### src/rtl/met_pkg.sv
package met_pkg;

    // coordinate format: signed, FX_FRAC fraction bits (Q4.28)
    localparam int FX_FRAC = 28;
    // width of c and of the unbounded z registers
    localparam int C_W = 48;
    // multiplier operand width, enough for |z| < 2
    localparam int Z_W = FX_FRAC + 3;
    localparam int P_W = 2 * Z_W;

    localparam logic signed [C_W-1:0] TWO_FX  = C_W'(1) <<< (FX_FRAC + 1);
    localparam logic signed [C_W-1:0] FOUR_FX = C_W'(1) <<< (FX_FRAC + 2);

    localparam int COL_W    = 12;
    localparam int ROW_W    = 12;
    localparam int ITER_W   = 16;
    localparam int COLOUR_W = 24;
    localparam logic [COLOUR_W-1:0] COLOUR_MAX = '1;

    localparam int APB_AW = 5;
    localparam int APB_DW = 32;

    // register index, byte address is 4*index
    typedef enum logic [2:0] {
        REG_RE_ORIGIN   = 3'd0,
        REG_REAL_STEP   = 3'd1,
        REG_IM_ORIGIN   = 3'd2,
        REG_IMAG_STEP   = 3'd3,
        REG_HEIGHT      = 3'd4,
        REG_MAX_ITER    = 3'd5,
        REG_COLOUR_BASE = 3'd6,
        REG_COLOUR_STEP = 3'd7
    } t_reg_idx;

    typedef struct packed {
        logic [31:0] re_origin;
        logic [30:0] real_step;
        logic [31:0] im_origin;
        logic [30:0] imag_step;
        logic [12:0] image_height;
        logic [15:0] max_iter;
        logic [23:0] colour_base;
        logic [31:0] colour_step;
    } t_cfg;

    typedef struct packed {
        logic load_in;
        logic calc_c;
        logic init_z;
        logic mul;
        logic step;
        logic calc_col;
        logic load_out;
    } t_cmd;

    typedef struct packed {
        logic big;
        logic esc_sq;
        logic count_max;
    } t_sts;

endpackage

### src/rtl/met_ctrl.sv
module met_ctrl (
    input  logic           i_clk,
    input  logic           i_rst_n,
    input  logic           i_in_valid,
    output logic           o_in_ready,
    output logic           o_out_valid,
    input  logic           i_out_ready,
    input  met_pkg::t_sts  i_sts,
    output met_pkg::t_cmd  o_cmd
);
    import met_pkg::*;

    typedef enum logic [2:0] {
        ST_IDLE,
        ST_CMUL,
        ST_CADD,
        ST_MUL,
        ST_STEP,
        ST_COL,
        ST_OUT
    } t_state;

    t_state r_state, n_state;
    logic   r_out_valid, n_out_valid;

    always_comb begin
        o_cmd    = '0;
        n_state  = r_state;
        case (r_state)
            ST_IDLE: begin
                if (i_in_valid) begin
                    o_cmd.load_in = 1'b1;
                    n_state       = ST_CMUL;
                end
            end
            ST_CMUL: begin
                o_cmd.calc_c = 1'b1;
                n_state      = ST_CADD;
            end
            ST_CADD: begin
                o_cmd.init_z = 1'b1;
                n_state      = ST_MUL;
            end
            ST_MUL: begin
                o_cmd.mul = 1'b1;
                if (i_sts.big || i_sts.count_max) begin
                    n_state = ST_COL;
                end else begin
                    n_state = ST_STEP;
                end
            end
            ST_STEP: begin
                if (i_sts.esc_sq) begin
                    n_state = ST_COL;
                end else begin
                    o_cmd.step = 1'b1;
                    n_state    = ST_MUL;
                end
            end
            ST_COL: begin
                o_cmd.calc_col = 1'b1;
                n_state        = ST_OUT;
            end
            ST_OUT: begin
                if (!r_out_valid || i_out_ready) begin
                    o_cmd.load_out = 1'b1;
                    n_state        = ST_IDLE;
                end
            end
            default: n_state = ST_IDLE;
        endcase
    end

    always_comb begin
        if (o_cmd.load_out) begin
            n_out_valid = 1'b1;
        end else if (i_out_ready) begin
            n_out_valid = 1'b0;
        end else begin
            n_out_valid = r_out_valid;
        end
    end

    always_ff @(posedge i_clk) begin
        if (!i_rst_n) begin
            r_state     <= ST_IDLE;
            r_out_valid <= 1'b0;
        end else begin
            r_state     <= n_state;
            r_out_valid <= n_out_valid;
        end
    end

    assign o_in_ready  = (r_state == ST_IDLE);
    assign o_out_valid = r_out_valid;

endmodule

### config.mk
export PLATFORM = sky130hd
export DESIGN_NAME = met_ctrl
export DESIGN_NICKNAME = d
export VERILOG_FILES = /design/src/rtl/met_pkg.sv /design/src/rtl/met_ctrl.sv
export SDC_FILE = /design/constraint.sdc
export NUM_CORES = 1
export LEC_CHECK = 0
export BUFFER_PORTS_ARGS = -buffer_cell sky130_fd_sc_hd__buf_2
export CORE_AREA = 3 3 40 42
export DETAILED_ROUTE_END_ITERATION = 8
export DIE_AREA = 0 0 43 45
export SLEW_MARGIN = 20
export SYNTH_ARGS = -nofsm -noshare
export SYNTH_HDL_FRONTEND = slang
export SYNTH_SLANG_ARGS = --single-unit
### constraint.sdc
create_clock -name i_clk -period 1.6 [get_ports i_clk]
set_input_delay 0.08 -clock i_clk [delete_from_list [all_inputs] [get_ports i_clk]]
set_output_delay 0.08 -clock i_clk [all_outputs]
set_load 0.01 [all_outputs]
==> results.yml <==
run_status:
  status: "finished, final reports clean"
clocking:
  clkSinkCount: 4
  h-tree-depth: 1
  cts_tree: "built"
  holdBufCountCts: 0
  cts_resized: 0
  cts_made_buffers: 3
  cts_buffer_depth: 2
  path_clk_slew_ps: 40
  insertion_delay_ps: 230
  cts_root_buf: "clkbuf_4"
  cts_setup_buffers: 0
worst_setup_path:
  worst-path-stages: 3
  cp-end-kind: "output pin"
  critPathArrivalTime_ps: 1210
  worstSetupStartpointType: "flip-flop"
  timing.rr.start: "r_state[2]"
  critPathBufInv: 1
  slowest_stage: "dfxtp_1"
  r2r_slack_ps: 420
  crit_type: "flip-flop to output pin"
  r2r_end: "r_state[0]"
  required_ps: 1520
  crit_family: "flip-flops"
  reg2reg_depth: 2
  crit_chain: "nand2b_1 > nor3_1 > buf_2"
  max_stage_delay_ps: 560
  critPathMaxFanout: 13
global_route:
  gr-usage-all-layers_pct: 6.41
  grt_pass1_wl_um: 876
  antenna_found_initial: 0
  grt_max_degree: 14
  grt_pass1_vias: 244
  grt-ovfl-total: 0
synth:
  ys_ff_latch: 4
  synth_edf_count: 0
  syn_avg_cell_area_sq_um: 7.54
  yosysWarnings: 0
  synth_nets: 43
  synth_area_sq_um: 272
  synthArstFlopShare_pct: 0
  ys_types: 23
  synthTopCellsByArea: "dfxtp_1, buf_4, nand2_1"
  yosysSeqAreaShare_pct: 29.5
  synth_commonest_cells: "dfxtp_1, nand2_1, nor2_1"
  synthFlopType: "dfxtp_1"
  synth_top_cell_by_area: "dfxtp_1"
  synth_cells: 36
  synth_top_area_share_pct: 29.5
floorplan:
  initial_core_util_pct: 21.1
  die_area_sq_um: 1940
  die_h_um: 45
  pin_count: 16
  core_sq_um: 1280
  fp.dieW_um: 43
  rows: 13
route:
  drt-met1-wl_um: 240
  wl_per_cell_um: 8.91
  routed_wl_um: 588
  vias: 283
  dr_wl_met2_um: 290
  drt_pass1_iterations: 2
  final_antenna_net_count: 0
  dr_wl_met3_um: 57
  topRoutingLayerUsed: "met3"
  drt-initial-drc-count: 1
  via_per_inst: 4.29
  drc_errors: 0
worst_hold_path:
  hold_class: "input port to flip-flop"
  holdPathStages: 2
  holdPathEnd: "r_state[1]"
  hold_start: "i_rst_n"
place:
  io_buffer_count: 15
  dp_slack_ps: 418
  hpwl_um: 476
  gp_congestion: 0.694
timing:
  maxSlewViolCount: 0
  slew-limit-headroom_pct: 71.8
  fmax_ghz: 0.775
  setup_viol: 0
  fin_setup_tns_ps: 0
  worstMarginPinSlew_ps: 422
  finalCriticalPeriod_ps: 1290
  rsz0062_at_grt: "false"
  period_share_pct: 80.6
  hold_violations: 0
  skew_ps: 1.23
  fin_ws_ps: 310
layout:
  syn_to_final_growth_pct: 35.5
  diodes: 0
  fin_util_pct: 28.6
  nets: 60
  drive_gt1_share_pct: 39.2
pwr:
  p_switching_uw: 107
  internal_power_uw: 241
  seqPwrFrac_pct: 38.6
  clock_power_share_pct: 35.7
  p_per_area_nw_per_um2: 947
  combPwrFrac_pct: 25.6
  switching_share_pct: 30.8
  max-vdd-ir-drop_mv: 0.256
  p_leak_uw: 0.000183
job:
  drv_cap: 0
==> cell families after synthesis <==
group / after synthesis / synth area share (%)
AO/OA/AOI/OAI: 8 / 20.7
AND/OR/NAND/NOR: 18 / 36.4
flip-flops: 4 / 29.5
buffers and inverters: 5 / 10.1
XOR/XNOR: 1 / 3.23
==> layout make-up <==
cell class              instances  area [sq um]
flip-flops and latches          4          80.1
well taps                      15          18.8
inverters                       2          7.51
fillers                       148           917
multi-input cells              27           164
repair buffers                 15          75.1
clock buffers                   3          22.5
==> sequential cells by signal, summed over array words and instances, names as in the netlist <==
| name | count |
|---|---|
| o_out_valid | 1 |
| r_state | 3 |
==> layer usage <==
layer  up-vias  track usage, %
li1        153               -
met1       122            6.02
met2         8            10.2
met3         0            2.39
met4         0            7.23
met5         -               0
==> cells in the final DEF, fill, tap and decap left out, types with 2 or more instances in the layout <==
cell type | Yosys | layout
a21oi_1 | 2 | 2
inv_1 | 2 | 2
clkbuf_4 | 0 | 3
nor3_1 | 2 | 2
nor2_1 | 3 | 3
buf_2 | 1 | 15
nand2_1 | 4 | 4
dfxtp_1 | 4 | 4
nand2b_1 | 2 | 2
==> worst reg2reg max path, cell delays in order (launching register included) <==
cell	delay, ps
dfxtp_1	420
or3_1	420
o2111a_1	230
==> power by group through the flow <==
stage | clock network, uW | registers, uW | logic (uW)
2_1_floorplan | 0 | 122 | 75.0
3_3_place_gp | 0 | 137 | 89.8
3_5_place_dp | 0 | 136 | 91.0
4_1_cts | 132 | 135 | 91.4
5_1_grt | 129 | 139 | 100
6_report | 125 | 135 | 89.3
==> worst max-delay path by stage <==
| stage | endpoint | from |
|---|---|---|
| final | o_cmd[2] | r_state[2] |
| after global routing | o_cmd[2] | r_state[2] |
| after CTS | o_cmd[2] | r_state[2] |
| after detailed placement | r_state[0] | r_state[2] |
| after global placement | r_state[0] | r_state[2] |
| after floorplan | o_cmd[6] | r_state[2] |
==> through the flow <==
step | area, sq um | cells | hold WS, ps | total power [uW]
floorplan | 272 | 36 | 198 | 197
global placement | 345 | 63 | 353 | 226
detailed placement | 345 | 63 | 353 | 227
CTS | 368 | 66 | 108 | 358
global route | 368 | 66 | 143 | 368
finish | 368 | 66 | 109 | 348
Note: power is estimated with default switching activity, not from simulation.
