File: src/rtl/met_pkg.sv
package met_pkg;

    // coordinate format: signed, FX_FRAC fraction bits (Q4.28)
    localparam int FX_FRAC = 28;
    // width of c and of the unbounded z registers
    localparam int C_W = 48;
    // multiplier operand width, enough for |z| < 2
    localparam int Z_W = FX_FRAC + 3;
    localparam int P_W = 2 * Z_W;

    localparam logic signed [C_W-1:0] TWO_FX  = C_W'(1) <<< (FX_FRAC + 1);
    localparam logic signed [C_W-1:0] FOUR_FX = C_W'(1) <<< (FX_FRAC + 2);

    localparam int COL_W    = 12;
    localparam int ROW_W    = 12;
    localparam int ITER_W   = 16;
    localparam int COLOUR_W = 24;
    localparam logic [COLOUR_W-1:0] COLOUR_MAX = '1;

    localparam int APB_AW = 5;
    localparam int APB_DW = 32;

    // register index, byte address is 4*index
    typedef enum logic [2:0] {
        REG_RE_ORIGIN   = 3'd0,
        REG_REAL_STEP   = 3'd1,
        REG_IM_ORIGIN   = 3'd2,
        REG_IMAG_STEP   = 3'd3,
        REG_HEIGHT      = 3'd4,
        REG_MAX_ITER    = 3'd5,
        REG_COLOUR_BASE = 3'd6,
        REG_COLOUR_STEP = 3'd7
    } t_reg_idx;

    typedef struct packed {
        logic [31:0] re_origin;
        logic [30:0] real_step;
        logic [31:0] im_origin;
        logic [30:0] imag_step;
        logic [12:0] image_height;
        logic [15:0] max_iter;
        logic [23:0] colour_base;
        logic [31:0] colour_step;
    } t_cfg;

    typedef struct packed {
        logic load_in;
        logic calc_c;
        logic init_z;
        logic mul;
        logic step;
        logic calc_col;
        logic load_out;
    } t_cmd;

    typedef struct packed {
        logic big;
        logic esc_sq;
        logic count_max;
    } t_sts;

endpackage

File: src/rtl/met_regs.sv
module met_regs (
    input  logic                          i_clk,
    input  logic                          i_rst_n,
    input  logic                          psel,
    input  logic                          penable,
    input  logic                          pwrite,
    input  logic [met_pkg::APB_AW-1:0]    paddr,
    input  logic [met_pkg::APB_DW-1:0]    pwdata,
    output logic [met_pkg::APB_DW-1:0]    prdata,
    output logic                          pready,
    output met_pkg::t_cfg                 o_cfg
);
    import met_pkg::*;

    t_cfg     r_cfg;
    t_reg_idx w_idx;
    logic     w_wr;

    assign w_idx  = t_reg_idx'(paddr[APB_AW-1:2]);
    assign w_wr   = psel & penable & pwrite;
    assign pready = 1'b1;
    assign o_cfg  = r_cfg;

    always_ff @(posedge i_clk) begin
        if (!i_rst_n) begin
            r_cfg.re_origin    <= 32'hE000_0000;
            r_cfg.real_step    <= 31'd1073742;
            r_cfg.im_origin    <= 32'hE000_0000;
            r_cfg.imag_step    <= 31'd1073742;
            r_cfg.image_height <= 13'd1000;
            r_cfg.max_iter     <= 16'd10000;
            r_cfg.colour_base  <= 24'd0;
            r_cfg.colour_step  <= 32'd65536;
        end else if (w_wr) begin
            case (w_idx)
                REG_RE_ORIGIN:   r_cfg.re_origin    <= pwdata;
                REG_REAL_STEP:   r_cfg.real_step    <= pwdata[30:0];
                REG_IM_ORIGIN:   r_cfg.im_origin    <= pwdata;
                REG_IMAG_STEP:   r_cfg.imag_step    <= pwdata[30:0];
                REG_HEIGHT:      r_cfg.image_height <= pwdata[12:0];
                REG_MAX_ITER:    r_cfg.max_iter     <= pwdata[15:0];
                REG_COLOUR_BASE: r_cfg.colour_base  <= pwdata[23:0];
                REG_COLOUR_STEP: r_cfg.colour_step  <= pwdata;
                default: ;
            endcase
        end
    end

    always_comb begin
        case (w_idx)
            REG_RE_ORIGIN:   prdata = r_cfg.re_origin;
            REG_REAL_STEP:   prdata = {1'b0, r_cfg.real_step};
            REG_IM_ORIGIN:   prdata = r_cfg.im_origin;
            REG_IMAG_STEP:   prdata = {1'b0, r_cfg.imag_step};
            REG_HEIGHT:      prdata = {19'd0, r_cfg.image_height};
            REG_MAX_ITER:    prdata = {16'd0, r_cfg.max_iter};
            REG_COLOUR_BASE: prdata = {8'd0, r_cfg.colour_base};
            REG_COLOUR_STEP: prdata = r_cfg.colour_step;
            default:         prdata = '0;
        endcase
    end

endmodule

File: config.mk
export PLATFORM = sky130hd
export DESIGN_NAME = met_regs
export DESIGN_NICKNAME = d
export VERILOG_FILES = /design/src/rtl/met_pkg.sv /design/src/rtl/met_regs.sv
export SDC_FILE = /design/constraint.sdc
export NUM_CORES = 1
export LEC_CHECK = 0
export BUFFER_PORTS_ARGS = -buffer_cell sky130_fd_sc_hd__clkbuf_2
export CAP_MARGIN = 5
export CORE_ASPECT_RATIO = 2
export CORE_MARGIN = 4
export CORE_UTILIZATION = 25
export DETAILED_ROUTE_END_ITERATION = 7
export PLACE_DENSITY = 0.45
export SETUP_SLACK_MARGIN = 0.15
export SKIP_LAST_GASP = 1
export SLEW_MARGIN = 20
export SYNTH_ARGS = -nofsm -noshare
export SYNTH_HDL_FRONTEND = slang
export SYNTH_SLANG_ARGS = --single-unit
File: constraint.sdc
create_clock -name i_clk -period 5.3 [get_ports i_clk]
set_input_delay 1.59 -clock i_clk [delete_from_list [all_inputs] [get_ports i_clk]]
set_output_delay 1.59 -clock i_clk [all_outputs]
set_load 0.01 [all_outputs]
==> results by group <==
Synth
  • Synth warn: 0
  • Post-synthesis sequential area ratio: between 40 and 50%
  • Synth Area in Adders: 0%
  • Simple-Gate Fraction of Synth Area: 22.25%
  • Post-Synth XOR/XNOR Area: 0%
  • Dominant cells by area after synthesis: dfxtp_1 44%, nand2_1 17%, a21boi_1 9.1%, a21boi_0 4.8%, mux2i_1 4.1%
  • Synth Register Bits: 211
  • Synth top area share: 43.87%
  • Largest area contributor in the netlist: dfxtp_1
  • Post-synthesis mux area share: under 10%
  • Primary FF master, synth: dfxtp_1
  • Synth Area in Compound Gates: between 10% and 20%
  • Largest family of logic cells by synthesized area: simple AND/OR/NAND/NOR gates
  • FFs w/ async S/R, synth: 0%
  • Distinct cells, synth: 41
  • Synthesized area per cell: 8.077 sq um
  • Number of synthesized flops with an enable pin: 0
  • Syn Nets: 1234
  • Post-synthesis cell count: 1192
  • Synthesized area: ~9600 sq um

CTS
  • Root buffer cell: clkbuf_16
  • Hold-fix buffers, CTS: 0
  • Number of H-tree levels: 1
  • Clock sinks: 211
  • Clk buf depth: 3
  • Clk_lat worst skew: 0.52 ns
  • Post-CTS setup buffers: 0
  • Clock-pin slew on the worst setup and hold paths: 0.06 ns
  • Post-CTS resize count: 0
  • TritonCTS clock tree: done
  • Number of CTS-inserted buffers: 22

Power and ir drop
  • Leakage: 4.977 nW
  • Pwr Total: between 3 and 4 mW
  • Maximum VDD drop: between 0.2 and 0.25 mV
  • PD cells: roughly 290 nW/um^2

STA
  • Final setup fails: 0
  • Max frequency: 205.2 MHz
  • Setup total negative slack: 0 ns
  • Fin. max-slew vios: 0
  • Minimum clock period: 4.873 ns
  • Final hold vios: 0
  • Post-Route Skew: 0 ns
  • Slew HR: 25.18%
  • Worst slew pin tran: 1.121 ns
  • Setup slack after layout: around 0.43 ns
  • Tcrit/Tclk final: 91.95%
  • RSZ-0062 raised after global routing: no

GRT
  • GR peak layer: met2
  • Global-route wire length before repair: about 64000 um
  • Total GRT Usage: 20.06%
  • Met2 usage: between 40% and 50%
  • Global Route met3 Usage: under 10%
  • Number of global-route vias before repair: slightly above 9000
  • Global route overflow: 0
  • Pin count of the biggest net entering global routing: roughly 160
  • M1 GR Usage: 20.85%
  • Initial antenna violation count: 1

Critical path
  • WP buf/inv: 2
  • Critical path cell sequence: buf_4, nand2b_1, nor2_1, a221oi_1, nor2_1, clkbuf_2
  • WP data arrival: roughly 3.3 ns
  • CP peak stage delay: 0.58 ns
  • Critical path's top delay family: simple AND/OR/NAND/NOR gates
  • Crit start category: primary input
  • CP Class: primary input to output pin
  • Worst setup EP type: output pin
  • Worst Path Max Fanout: 22
  • CP Data Required Time: 3.71 ns
  • Slowest cell on crit path: nor2_1
  • Cell mode on critical path: nor2_1

Placed design
  • Port-buffer cells: around 280
  • Worst slack, placed: roughly 0.36 ns
  • Placed Area: about 11000 sq um
  • Hpwl dp: 30170 um
  • Gp weighted congestion: 0.7940

Route
  • First drt pass iteration count: 5
  • Final antenna-violating net count: 0
  • WL/cell: around 23 um
  • Via/cell ratio: 4.734
  • Post-route DRC: 0
  • Via count: between 9000 and 10000
  • Detailed Route WL: 43910 um
  • Initial detailed-routing violation count: about 400

Finish
  • Nets: 1457
  • Most frequent cells in the layout: 439 x nand2_1, 278 x clkbuf_2, 211 x dfxtp_1, 117 x a21boi_1, 61 x a21boi_0
  • Finished Core Util: 31.93%
  • Post-route cell area: 12140 sq um
  • Most common library cell in the layout ignoring fill and taps: nand2_1
  • Layout area overhead: 26.13%
  • Layout cell share with drive strength beyond 1: 26.47%
  • Max reg flops: 211

Die
  • Die Area: around 42000 sq um
  • Die W: 146.8 um
  • Io pins: ~290
  • Die Span Y: between 200 and 300 um
  • Number of placement rows: 101
  • Core Area: 38040 sq um
  • Starting Density: about a quarter

Job
  • Max Cap Viol: 0

Run status
  • Status: complete, no violations

Min path
  • Hold/Removal Path Class: flip-flop to flip-flop
power by group:
group          internal [mW]  switching (mW)
sequential              1.60          0.0115
combinational          0.102           0.187
clock                  0.949           0.679
cells by family after synthesis:
logic type	after synthesis
AOI/OAI and AO/OA	261
other	1
and+or+nand+nor	537
DFF	211
buffers and inverters	121
muxes	61
cell usage after synthesis, types with 2 or more instances:
cell / instances
nand2_1: 439
dfxtp_1: 211
a21boi_1: 117
a21boi_0: 61
buf_2: 54
nor2_1: 40
mux2i_1: 39
clkbuf_1: 33
nand3_1: 33
o22ai_1: 21
a21oi_1: 17
mux2_2: 15
a221oi_1: 12
buf_4: 12
inv_1: 11
a22oi_1: 8
buf_6: 8
or2_1: 8
a22o_1: 7
mux4_2: 7
o211ai_1: 5
nand2b_1: 4
o22a_1: 4
a211oi_1: 3
nor2_2: 3
nor2b_1: 3
buf_1: 2
o21ai_0: 2
final cells by class:
cell class | instances | area, sq um
antenna | 1 | 2.502
inverter | 12 | 45.04
clock inverter | 2 | 35.03
fill | 4100 | 25890
tap | 515 | 644.4
clock buffer | 35 | 700.7
multi-input combinational | 860 | 4817
sequential | 211 | 4224
timing repair buffer | 308 | 1675
routing by layer:
layer	routed length, um	up-vias
li1	-	4398
met1	15950	4482
met2	25060	257
met3	1610	66
met4	1293	0
met5	0	-
stage by stage:
| stage | instances | hold WS [ns] |
|---|---|---|
| floorplan | 1192 | 0.4880 |
| global placement | 1904 | 0.4550 |
| finish | 1944 | 0.4630 |
| CTS | 1941 | 0.4650 |
| global route | 1944 | 0.4871 |
| detailed placement | 1904 | 0.4563 |
worst paths after layout:
check,from,endpoint,slack (ns),depth (start not counted)
setup / recovery,paddr[2],prdata[4],0.43,6
setup reg to reg,o_cfg[63],o_cfg[63],4.58,2
hold reg to reg,o_cfg[130],o_cfg[130],0.46,2
hold / removal,o_cfg[130],o_cfg[130],0.46,2
worst min-delay path, cell delays in order (launching register included):
cell and delay (ns):
dfxtp_1 0.32, nand2_1 0.05, a21boi_1 0.05
Power figures use the tool's default switching activity.
